$ cat src/afrr_pkg.sv
// ----------------------------------------------------------------------------
// afrr_pkg
// Types, constants and helpers of the addressed frame receiver responder.
// ----------------------------------------------------------------------------
package afrr_pkg;

   localparam int SAMPLE_DEPTH = 8;
   localparam int SLOT_W       = (SAMPLE_DEPTH > 1) ? $clog2(SAMPLE_DEPTH) : 1;
   localparam logic [SLOT_W-1:0] SLOT_LAST = SLOT_W'(SAMPLE_DEPTH - 1);

   localparam int JOB_DEPTH  = 2;
   localparam int JOB_PTR_W  = (JOB_DEPTH > 1) ? $clog2(JOB_DEPTH) : 1;
   localparam int JOB_CNT_W  = $clog2(JOB_DEPTH + 1);
   localparam logic [JOB_PTR_W-1:0] JOB_PTR_LAST = JOB_PTR_W'(JOB_DEPTH - 1);
   localparam logic [JOB_CNT_W-1:0] JOB_CNT_FULL = JOB_CNT_W'(JOB_DEPTH);

   localparam logic [7:0] BYTE_START_CMD = 8'd244;
   localparam logic [7:0] BYTE_START_ID  = 8'd254;
   localparam logic [7:0] BYTE_REPLY     = 8'd240;
   localparam logic [7:0] ACT_REPLY      = 8'd100;
   localparam logic [7:0] ACT_COMMIT     = 8'd110;
   localparam logic [7:0] ID_LOW         = 8'd10;
   localparam logic [7:0] ID_HIGH        = 8'd41;
   localparam logic [7:0] NODE_ID_RESET  = 8'd11;

   localparam logic       OP_BUS_BYTE = 1'b0;

   localparam logic [1:0] BEAT_FIRST = 2'd0;
   localparam logic [1:0] BEAT_ID    = 2'd1;
   localparam logic [1:0] BEAT_STAT  = 2'd2;
   localparam logic [1:0] BEAT_LAST  = 2'd3;

   typedef enum logic [2:0] {
      PH_IDLE,
      PH_CMD_ID,
      PH_CMD_CMD,
      PH_CMD_CHK,
      PH_SET_ID,
      PH_SET_NEW,
      PH_SET_CHK,
      PH_SET_ACT
   } phase_type;

   typedef struct packed {
      logic       opcode;
      logic [7:0] rx_byte;
      logic [3:0] sensor_nibble;
      logic [2:0] line_status;
   } req_type;

   typedef struct packed {
      logic [7:0] tx_byte;
      logic       frame_last;
      logic [7:0] relay_command;
   } rsp_type;

   typedef struct packed {
      logic [7:0] node_id;
      logic [6:0] status;
      logic [7:0] relay_command;
   } job_type;

   function automatic rsp_type reply_beat(job_type job, logic [1:0] beat);
      rsp_type    r;
      logic [6:0] chk;
      chk             = job.status + job.node_id[6:0];
      r.relay_command = job.relay_command;
      r.frame_last    = (beat == BEAT_LAST);
      case (beat)
         BEAT_FIRST: r.tx_byte = BYTE_REPLY;
         BEAT_ID:    r.tx_byte = job.node_id;
         BEAT_STAT:  r.tx_byte = {1'b0, job.status};
         BEAT_LAST:  r.tx_byte = {1'b0, chk};
         default:    r.tx_byte = BYTE_REPLY;
      endcase
      return r;
   endfunction

endpackage

$ cat src/afrr_frame_parser.sv
// ----------------------------------------------------------------------------
// afrr_frame_parser
// Accepts bus bytes and sensor samples, runs the frame parser and queues
// reply jobs.
// ----------------------------------------------------------------------------
module afrr_frame_parser import afrr_pkg::*; (
   input  logic    clock,
   input  logic    reset,
   input  logic    req_valid,
   output logic    req_ready,
   input  req_type req_data,
   output logic    job_valid,
   input  logic    job_ready,
   output job_type job_data
);

   phase_type         phase_ff, phase_in;
   logic [7:0]        node_id_ff, node_id_in;
   logic [7:0]        proposed_ff, proposed_in;
   logic [7:0]        command_ff, command_in;
   logic [3:0]        ring_ff [SAMPLE_DEPTH];
   logic [SLOT_W-1:0] slot_ff, slot_in;

   logic       accept;
   logic       bus_byte;
   logic [7:0] b;
   logic [3:0] ring_and;
   logic       cmd_match;
   logic       id_match;
   logic       id_in_range;

   assign req_ready = job_ready;
   assign accept    = req_valid && req_ready;
   assign bus_byte  = accept && (req_data.opcode == OP_BUS_BYTE);
   assign b         = req_data.rx_byte;

   assign cmd_match   = ({1'b0, b} == ({1'b0, command_ff} + {1'b0, node_id_ff}));
   assign id_match    = ({1'b0, b} == ({1'b0, proposed_ff} + {1'b0, node_id_ff}));
   assign id_in_range = (b >= ID_LOW) && (b <= ID_HIGH);

   always_comb begin
      ring_and = 4'hF;
      for (int i = 0; i < SAMPLE_DEPTH; i++) begin
         ring_and = ring_and & ring_ff[i];
      end
   end

   // next phase
   always_comb begin
      phase_in = phase_ff;
      if (bus_byte) begin
         phase_in = PH_IDLE;
         case (phase_ff)
            PH_IDLE: begin
               if (b == BYTE_START_CMD) phase_in = PH_CMD_ID;
               else if (b == BYTE_START_ID) phase_in = PH_SET_ID;
            end
            PH_CMD_ID:  if (b == node_id_ff) phase_in = PH_CMD_CMD;
            PH_CMD_CMD: phase_in = PH_CMD_CHK;
            PH_SET_ID:  if (b == node_id_ff) phase_in = PH_SET_NEW;
            PH_SET_NEW: if (id_in_range) phase_in = PH_SET_CHK;
            PH_SET_CHK: if (id_match) phase_in = PH_SET_ACT;
            default:    phase_in = PH_IDLE;
         endcase
      end
   end

   // outputs and data updates
   always_comb begin
      node_id_in  = node_id_ff;
      proposed_in = proposed_ff;
      command_in  = command_ff;
      job_valid   = 1'b0;
      job_data.node_id       = node_id_ff;
      job_data.status        = {req_data.line_status, ring_and};
      job_data.relay_command = command_ff;
      if (bus_byte) begin
         case (phase_ff)
            PH_CMD_CMD: command_in = b;
            PH_CMD_CHK: job_valid = cmd_match;
            PH_SET_NEW: if (id_in_range) proposed_in = b;
            PH_SET_ACT: begin
               if (b == ACT_REPLY) job_valid = 1'b1;
               else if (b == ACT_COMMIT) node_id_in = proposed_ff;
            end
            default: ;
         endcase
      end
   end

   always_comb begin
      slot_in = slot_ff;
      if (accept && (req_data.opcode != OP_BUS_BYTE)) begin
         slot_in = (slot_ff == SLOT_LAST) ? '0 : slot_ff + 1'b1;
      end
   end

   always_ff @(posedge clock) begin
      if (reset) begin
         phase_ff    <= PH_IDLE;
         node_id_ff  <= NODE_ID_RESET;
         proposed_ff <= '0;
         command_ff  <= '0;
         slot_ff     <= '0;
         for (int i = 0; i < SAMPLE_DEPTH; i++) begin
            ring_ff[i] <= '0;
         end
      end else begin
         phase_ff    <= phase_in;
         node_id_ff  <= node_id_in;
         proposed_ff <= proposed_in;
         command_ff  <= command_in;
         slot_ff     <= slot_in;
         if (accept && (req_data.opcode != OP_BUS_BYTE)) begin
            ring_ff[slot_ff] <= req_data.sensor_nibble;
         end
      end
   end

endmodule

$ cat src/afrr_job_queue.sv
// ----------------------------------------------------------------------------
// afrr_job_queue
// Short first-in first-out queue of reply jobs between parser and transmitter.
// ----------------------------------------------------------------------------
module afrr_job_queue import afrr_pkg::*; (
   input  logic    clock,
   input  logic    reset,
   input  logic    push_valid,
   output logic    push_ready,
   input  job_type push_data,
   output logic    pop_valid,
   input  logic    pop_ready,
   output job_type pop_data
);

   job_type              entry_ff [JOB_DEPTH];
   logic [JOB_PTR_W-1:0] wr_ptr_ff, wr_ptr_in;
   logic [JOB_PTR_W-1:0] rd_ptr_ff, rd_ptr_in;
   logic [JOB_CNT_W-1:0] count_ff, count_in;
   logic                 do_push;
   logic                 do_pop;

   assign push_ready = (count_ff != JOB_CNT_FULL);
   assign pop_valid  = (count_ff != '0);
   assign pop_data   = entry_ff[rd_ptr_ff];
   assign do_push    = push_valid && push_ready;
   assign do_pop     = pop_valid && pop_ready;

   always_comb begin
      wr_ptr_in = wr_ptr_ff;
      rd_ptr_in = rd_ptr_ff;
      count_in  = count_ff;
      if (do_push) wr_ptr_in = (wr_ptr_ff == JOB_PTR_LAST) ? '0 : wr_ptr_ff + 1'b1;
      if (do_pop)  rd_ptr_in = (rd_ptr_ff == JOB_PTR_LAST) ? '0 : rd_ptr_ff + 1'b1;
      if (do_push && !do_pop) count_in = count_ff + 1'b1;
      else if (!do_push && do_pop) count_in = count_ff - 1'b1;
   end

   always_ff @(posedge clock) begin
      if (reset) begin
         wr_ptr_ff <= '0;
         rd_ptr_ff <= '0;
         count_ff  <= '0;
      end else begin
         wr_ptr_ff <= wr_ptr_in;
         rd_ptr_ff <= rd_ptr_in;
         count_ff  <= count_in;
      end
   end

   always_ff @(posedge clock) begin
      if (do_push) begin
         entry_ff[wr_ptr_ff] <= push_data;
      end
   end

endmodule

$ cat src/afrr_reply_tx.sv
// ----------------------------------------------------------------------------
// afrr_reply_tx
// Pops reply jobs and sends each as four bytes through an output register.
// ----------------------------------------------------------------------------
module afrr_reply_tx import afrr_pkg::*; (
   input  logic    clock,
   input  logic    reset,
   input  logic    job_valid,
   output logic    job_ready,
   input  job_type job_data,
   output logic    rsp_valid,
   input  logic    rsp_ready,
   output rsp_type rsp_data
);

   logic       rsp_valid_ff, rsp_valid_in;
   rsp_type    rsp_data_ff, rsp_data_in;
   logic       busy_ff, busy_in;
   logic [1:0] beat_ff, beat_in;
   job_type    job_ff, job_in;
   logic       load;

   assign load      = !rsp_valid_ff || rsp_ready;
   assign job_ready = load && !busy_ff;
   assign rsp_valid = rsp_valid_ff;
   assign rsp_data  = rsp_data_ff;

   always_comb begin
      rsp_valid_in = rsp_valid_ff;
      rsp_data_in  = rsp_data_ff;
      busy_in      = busy_ff;
      beat_in      = beat_ff;
      job_in       = job_ff;
      if (load) begin
         if (busy_ff) begin
            rsp_valid_in = 1'b1;
            rsp_data_in  = reply_beat(job_ff, beat_ff);
            beat_in      = beat_ff + 1'b1;
            busy_in      = (beat_ff != BEAT_LAST);
         end else if (job_valid) begin
            rsp_valid_in = 1'b1;
            rsp_data_in  = reply_beat(job_data, BEAT_FIRST);
            job_in       = job_data;
            beat_in      = BEAT_ID;
            busy_in      = 1'b1;
         end else begin
            rsp_valid_in = 1'b0;
         end
      end
   end

   always_ff @(posedge clock) begin
      if (reset) begin
         rsp_valid_ff <= 1'b0;
         busy_ff      <= 1'b0;
         beat_ff      <= BEAT_FIRST;
      end else begin
         rsp_valid_ff <= rsp_valid_in;
         busy_ff      <= busy_in;
         beat_ff      <= beat_in;
      end
   end

   always_ff @(posedge clock) begin
      rsp_data_ff <= rsp_data_in;
      job_ff      <= job_in;
   end

endmodule

$ cat src/addressed_frame_receiver_responder_unit.sv
// ----------------------------------------------------------------------------
// addressed_frame_receiver_responder_unit
// Slave side of a byte-framed station bus: frame parser, reply queue and
// reply transmitter.
//
//   channel  | direction | payload  | accepted when
//   req_     | in        | req_type | req_valid && req_ready
//   rsp_     | out       | rsp_type | rsp_valid && rsp_ready
//
// One input item is taken per cycle while the reply queue has room.
// A reply leaves as four bytes from the output register while rsp_ready is high;
// the transmitter takes no new job until the last byte of a reply is loaded.
// The first reply byte reaches rsp_ via the queue entry and the output register.
// Synchronous active-high reset; the sample ring clears at once.
// A stalled rsp_ channel fills the queue, then req_ready drops.
// ----------------------------------------------------------------------------
module addressed_frame_receiver_responder_unit import afrr_pkg::*; (
   input  logic    clock,
   input  logic    reset,
   input  logic    req_valid,
   output logic    req_ready,
   input  req_type req_data,
   output logic    rsp_valid,
   input  logic    rsp_ready,
   output rsp_type rsp_data
);

   logic    push_valid;
   logic    push_ready;
   job_type push_data;
   logic    pop_valid;
   logic    pop_ready;
   job_type pop_data;

   afrr_frame_parser u_parser (
      .clock     (clock),
      .reset     (reset),
      .req_valid (req_valid),
      .req_ready (req_ready),
      .req_data  (req_data),
      .job_valid (push_valid),
      .job_ready (push_ready),
      .job_data  (push_data)
   );

   afrr_job_queue u_queue (
      .clock      (clock),
      .reset      (reset),
      .push_valid (push_valid),
      .push_ready (push_ready),
      .push_data  (push_data),
      .pop_valid  (pop_valid),
      .pop_ready  (pop_ready),
      .pop_data   (pop_data)
   );

   afrr_reply_tx u_tx (
      .clock     (clock),
      .reset     (reset),
      .job_valid (pop_valid),
      .job_ready (pop_ready),
      .job_data  (pop_data),
      .rsp_valid (rsp_valid),
      .rsp_ready (rsp_ready),
      .rsp_data  (rsp_data)
   );

endmodule

$ cat config.mk
export PLATFORM = sky130hd
export DESIGN_NAME = addressed_frame_receiver_responder_unit
export DESIGN_NICKNAME = d
export VERILOG_FILES = /design/src/afrr_pkg.sv /design/src/afrr_frame_parser.sv /design/src/afrr_job_queue.sv /design/src/afrr_reply_tx.sv /design/src/addressed_frame_receiver_responder_unit.sv
export SDC_FILE = /design/constraint.sdc
export NUM_CORES = 1
export LEC_CHECK = 0
export BUFFER_PORTS_ARGS = -buffer_cell sky130_fd_sc_hd__buf_4
export CAP_MARGIN = 20
export CORE_MARGIN = 8
export CORE_UTILIZATION = 30
export DETAILED_ROUTE_END_ITERATION = 6
export GPL_ROUTABILITY_DRIVEN = 0
export HOLD_SLACK_MARGIN = 0.12
export SYNTH_ARGS = -nofsm -noshare
export SYNTH_HDL_FRONTEND = slang
export SYNTH_SLANG_ARGS = --single-unit
export TNS_END_PERCENT = 100
$ cat constraint.sdc
create_clock -name clock -period 4.8 [get_ports clock]
set_clock_uncertainty 0.05 [all_clocks]
set_input_delay 0.24 -clock clock [delete_from_list [all_inputs] [get_ports clock]]
set_output_delay 0.24 -clock clock [all_outputs]
set_load 0.01 [all_outputs]
==> flow_metrics.py <==
metrics = {
    "status": {
        "status": "complete, no violations",
    },
    "grt": {
        "grt_antenna_before_repair": 0,
        "grt_pass1_vias": 4389,
        "grt_pass1_wl_um": 23500,
        "grt_usage_pct": 9.75,
        "overflow": 0,
        "grt_max_degree": 50,
    },
    "timing": {
        "fin_crit_sh_pct": 72.6,
        "final-hold-violation-count": 0,
        "post-route-min-period_ns": 3.49,
        "fmax_mhz": 287,
        "tightest_slew_ns": 0.948,
        "rsz0062_at_grt": "no",
        "report.final.setup_viol": 0,
        "drv_slew": 0,
        "relSlewSlack_pct": 36.7,
        "finalSetupTns_ns": 0,
    },
    "cells_and_area": {
        "layout_common_cells": "edfxtp_1 (118), nor2_1 (57), buf_4 (42)",
        "antenna_cells": 0,
        "final_util_pct": 36.2,
        "fillers": 2340,
        "area_growth_pct": 18.5,
        "final_nets": 694,
        "drive_gt1_share_pct": 19.5,
        "layout_commonest_cell": "edfxtp_1",
    },
    "drt": {
        "drt_iter0_markers": 251,
        "wl_per_cell_um": 14.9,
        "via_per_inst": 4.61,
        "postRouteWirelength_um": 14600,
        "ant_nets": 0,
        "first_pass_iters": 5,
        "drc": 0,
        "vias": 4511,
    },
    "synthesis": {
        "synthCells": 592,
        "synthTopCellsByArea": "edfxtp_1 (48%), dfxtp_1 (11%), ha_1 (4.9%)",
        "synth_top_family_by_area": "simple AND/OR/NAND/NOR gates",
        "ys_seq_elements": 157,
        "dominantRegCellSynth": "edfxtp_1",
        "ys_types": 63,
        "avgSynthCellArea_sq_um": 12.5,
        "synth_compound_area_share_pct": 7.11,
        "synth_top_area_share_pct": 47.7,
        "yosys_warnings": 0,
        "synth_top_area_cell": "edfxtp_1",
        "synth_edf_count": 118,
        "synthArstFlopShare_pct": 0,
        "ys_seq_area_share_pct": 58.2,
        "synth_xor_area_share_pct": 4.48,
        "syn-num-nets": 644,
        "synth_mux_area_share_pct": 7.67,
        "synth_adder_area_share_pct": 5.70,
        "synthesis.area_sq_mm": 0.00743,
        "synth-simple-area-share_pct": 14.3,
    },
    "placed_design": {
        "post-dp-hpwl_um": 10400,
        "port-buffer-count": 38,
    },
    "clock_tree": {
        "cts_setup_buffers": 0,
        "cts_tree": "yes",
        "cts_buffers": 17,
        "clk_pin_slew_ns": 0.07,
        "cts-htree-levels": 4,
        "clk_path_buf_depth": 2,
        "clock-sinks": 157,
        "clk_latency_ns": 0.42,
        "cts-root-buf": "clkbuf_16",
    },
    "worst_setup_path": {
        "cp-start-kind": "flop",
        "cp-end-kind": "flop",
        "worstPathArrival_ns": 3.77,
        "timing.rr.end": "u_queue.count_ff[1]",
        "critPathKind": "flop to flop",
        "regToRegSetupSlack_ns": 1.31,
        "crit_fanout": 6,
        "required_ns": 5.09,
        "reg2regPathDepth": 13,
        "timing.rr.start": "u_parser.node_id_ff[0]",
    },
    "worst_hold_path": {
        "min_to": "u_parser.command_ff[4]",
        "worstHoldStart": "req_data[11]",
        "hold_path.class": "input port to flop",
        "worstHoldPathCells": 3,
    },
    "job": {
        "max_cap_violations": 0,
    },
    "die": {
        "rows": 57,
        "die_area_sq_mm": 0.0300,
        "die_h_um": 173,
        "initial_core_util_pct": 30.5,
        "core-area_sq_mm": 0.0243,
        "io_pins": 39,
        "die_x_um": 173,
    },
    "power": {
        "peakVddDrop_v": 0.000233,
        "p_leak_nw": 3.20,
        "powerDensity_mw_per_mm2": 450,
    },
}
==> synthesized netlist by cell type (3+ instances only) <==
cell / n
a211o_1: 3
a211oi_1: 4
a21o_1: 3
a21oi_1: 18
a221oi_1: 3
a222oi_1: 4
and2_1: 35
and3b_1: 3
buf_2: 3
buf_4: 4
clkbuf_1: 13
dfxtp_1: 39
edfxtp_1: 118
fa_1: 3
ha_1: 29
inv_1: 21
mux2_2: 31
mux2i_1: 22
nand2_1: 18
nand2b_1: 7
nand3_1: 8
nand4_1: 11
nor2_1: 58
nor2b_1: 3
nor3_1: 11
nor3b_1: 7
nor4_1: 4
nor4b_1: 3
o21a_1: 4
o21ai_0: 9
o21bai_1: 3
o22ai_1: 3
or2_2: 10
or3_1: 4
or4_1: 3
xnor2_1: 26
xor2_1: 12
==> registers in the layout (all words and copies together) (netlist names), 2 cells and up, named ones only <==
signal and flops:
u_tx.rsp_data 17, u_queue.count_ff 2, u_tx.beat_ff 2, u_parser.proposed_ff 8, u_queue.entry_ff 46, u_parser.slot_ff 3
u_parser.node_id_ff 8, u_parser.phase_ff 3, u_tx.job_ff 23, u_parser.command_ff 8, u_parser.ring_ff 32
==> cells by family after synthesis <==
logic type      count (synthesis)
compound gates                 73
mux                            53
buf+inv                        44
fa+ha+maj                      32
flops                         157
simple gates                  195
xor+xnor                       38
==> metrics by stage <==
stage          hold slack, ns  power, mW  instances  worst slack [ns]  instance area (sq um)
4_1_cts                 0.127       4.01        979              1.32                   8800
6_report                0.131       3.96        979              1.31                   8800
2_1_floorplan           0.289       2.31        592              1.01                   7430
3_3_place_gp            0.392       2.57        935              1.42                   8050
3_5_place_dp            0.390       2.58        935              1.34                   8050
5_1_grt                 0.146       4.16        979              1.10                   8800
==> routing by layer <==
metal / wire length [um] / GRT usage, %
met1: 7010 / 12.4
met2: 6890 / 15.6
met3: 479 / 2.68
met4: 197 / 3.59
met5: 0 / 0
==> what timing repair did <==
item | in CTS | in global routing
resized for setup | 0 | 0
endpoints found under the hold margin | 34 | 0
hold buffers | 12 | 0
==> critical path, stage by stage, from the launching register on <==
cell	delay (ns)
dfxtp_1	0.44
ha_1	0.23
inv_1	0.06
fa_1	0.49
xor2_1	0.16
o2111ai_1	0.12
or4_1	0.48
nor3_1	0.22
o2111a_2	0.25
nor2_1	0.06
inv_1	0.07
ha_1	0.24
or3_1	0.37
a21oi_1	0.16
==> power by group <==
part           internal (mW)  switching [mW]  total (mW)
sequential              1.70           0.115        1.81
clock                  0.842           0.577        1.42
combinational          0.333           0.394       0.727
==> area by class of cell <==
type	count	area (sq um)	share of cell area, %
inverters	21	78.8	0.896
clock inverters	14	203	2.30
multi-input cells	391	2930	33.2
repair buffers	54	435	4.95
well taps	324	405	4.61
flip-flops and latches	157	4320	49.1
clock buffers	18	429	4.88
==> worst max-delay path by stage <==
stage,endpoint,cells after the start,slack [ns],start
after floorplan,u_queue.entry_ff[1][0],10,1.01,u_parser.node_id_ff[0]
after global placement,u_queue.count_ff[1],13,1.42,u_parser.node_id_ff[0]
after detailed placement,u_queue.count_ff[1],13,1.34,u_parser.node_id_ff[0]
after CTS,u_queue.count_ff[1],13,1.32,u_parser.node_id_ff[0]
after global routing,u_queue.count_ff[1],13,1.10,u_parser.node_id_ff[0]
final,u_queue.count_ff[1],13,1.31,u_parser.node_id_ff[0]
Power figures use the tool's default switching activity.
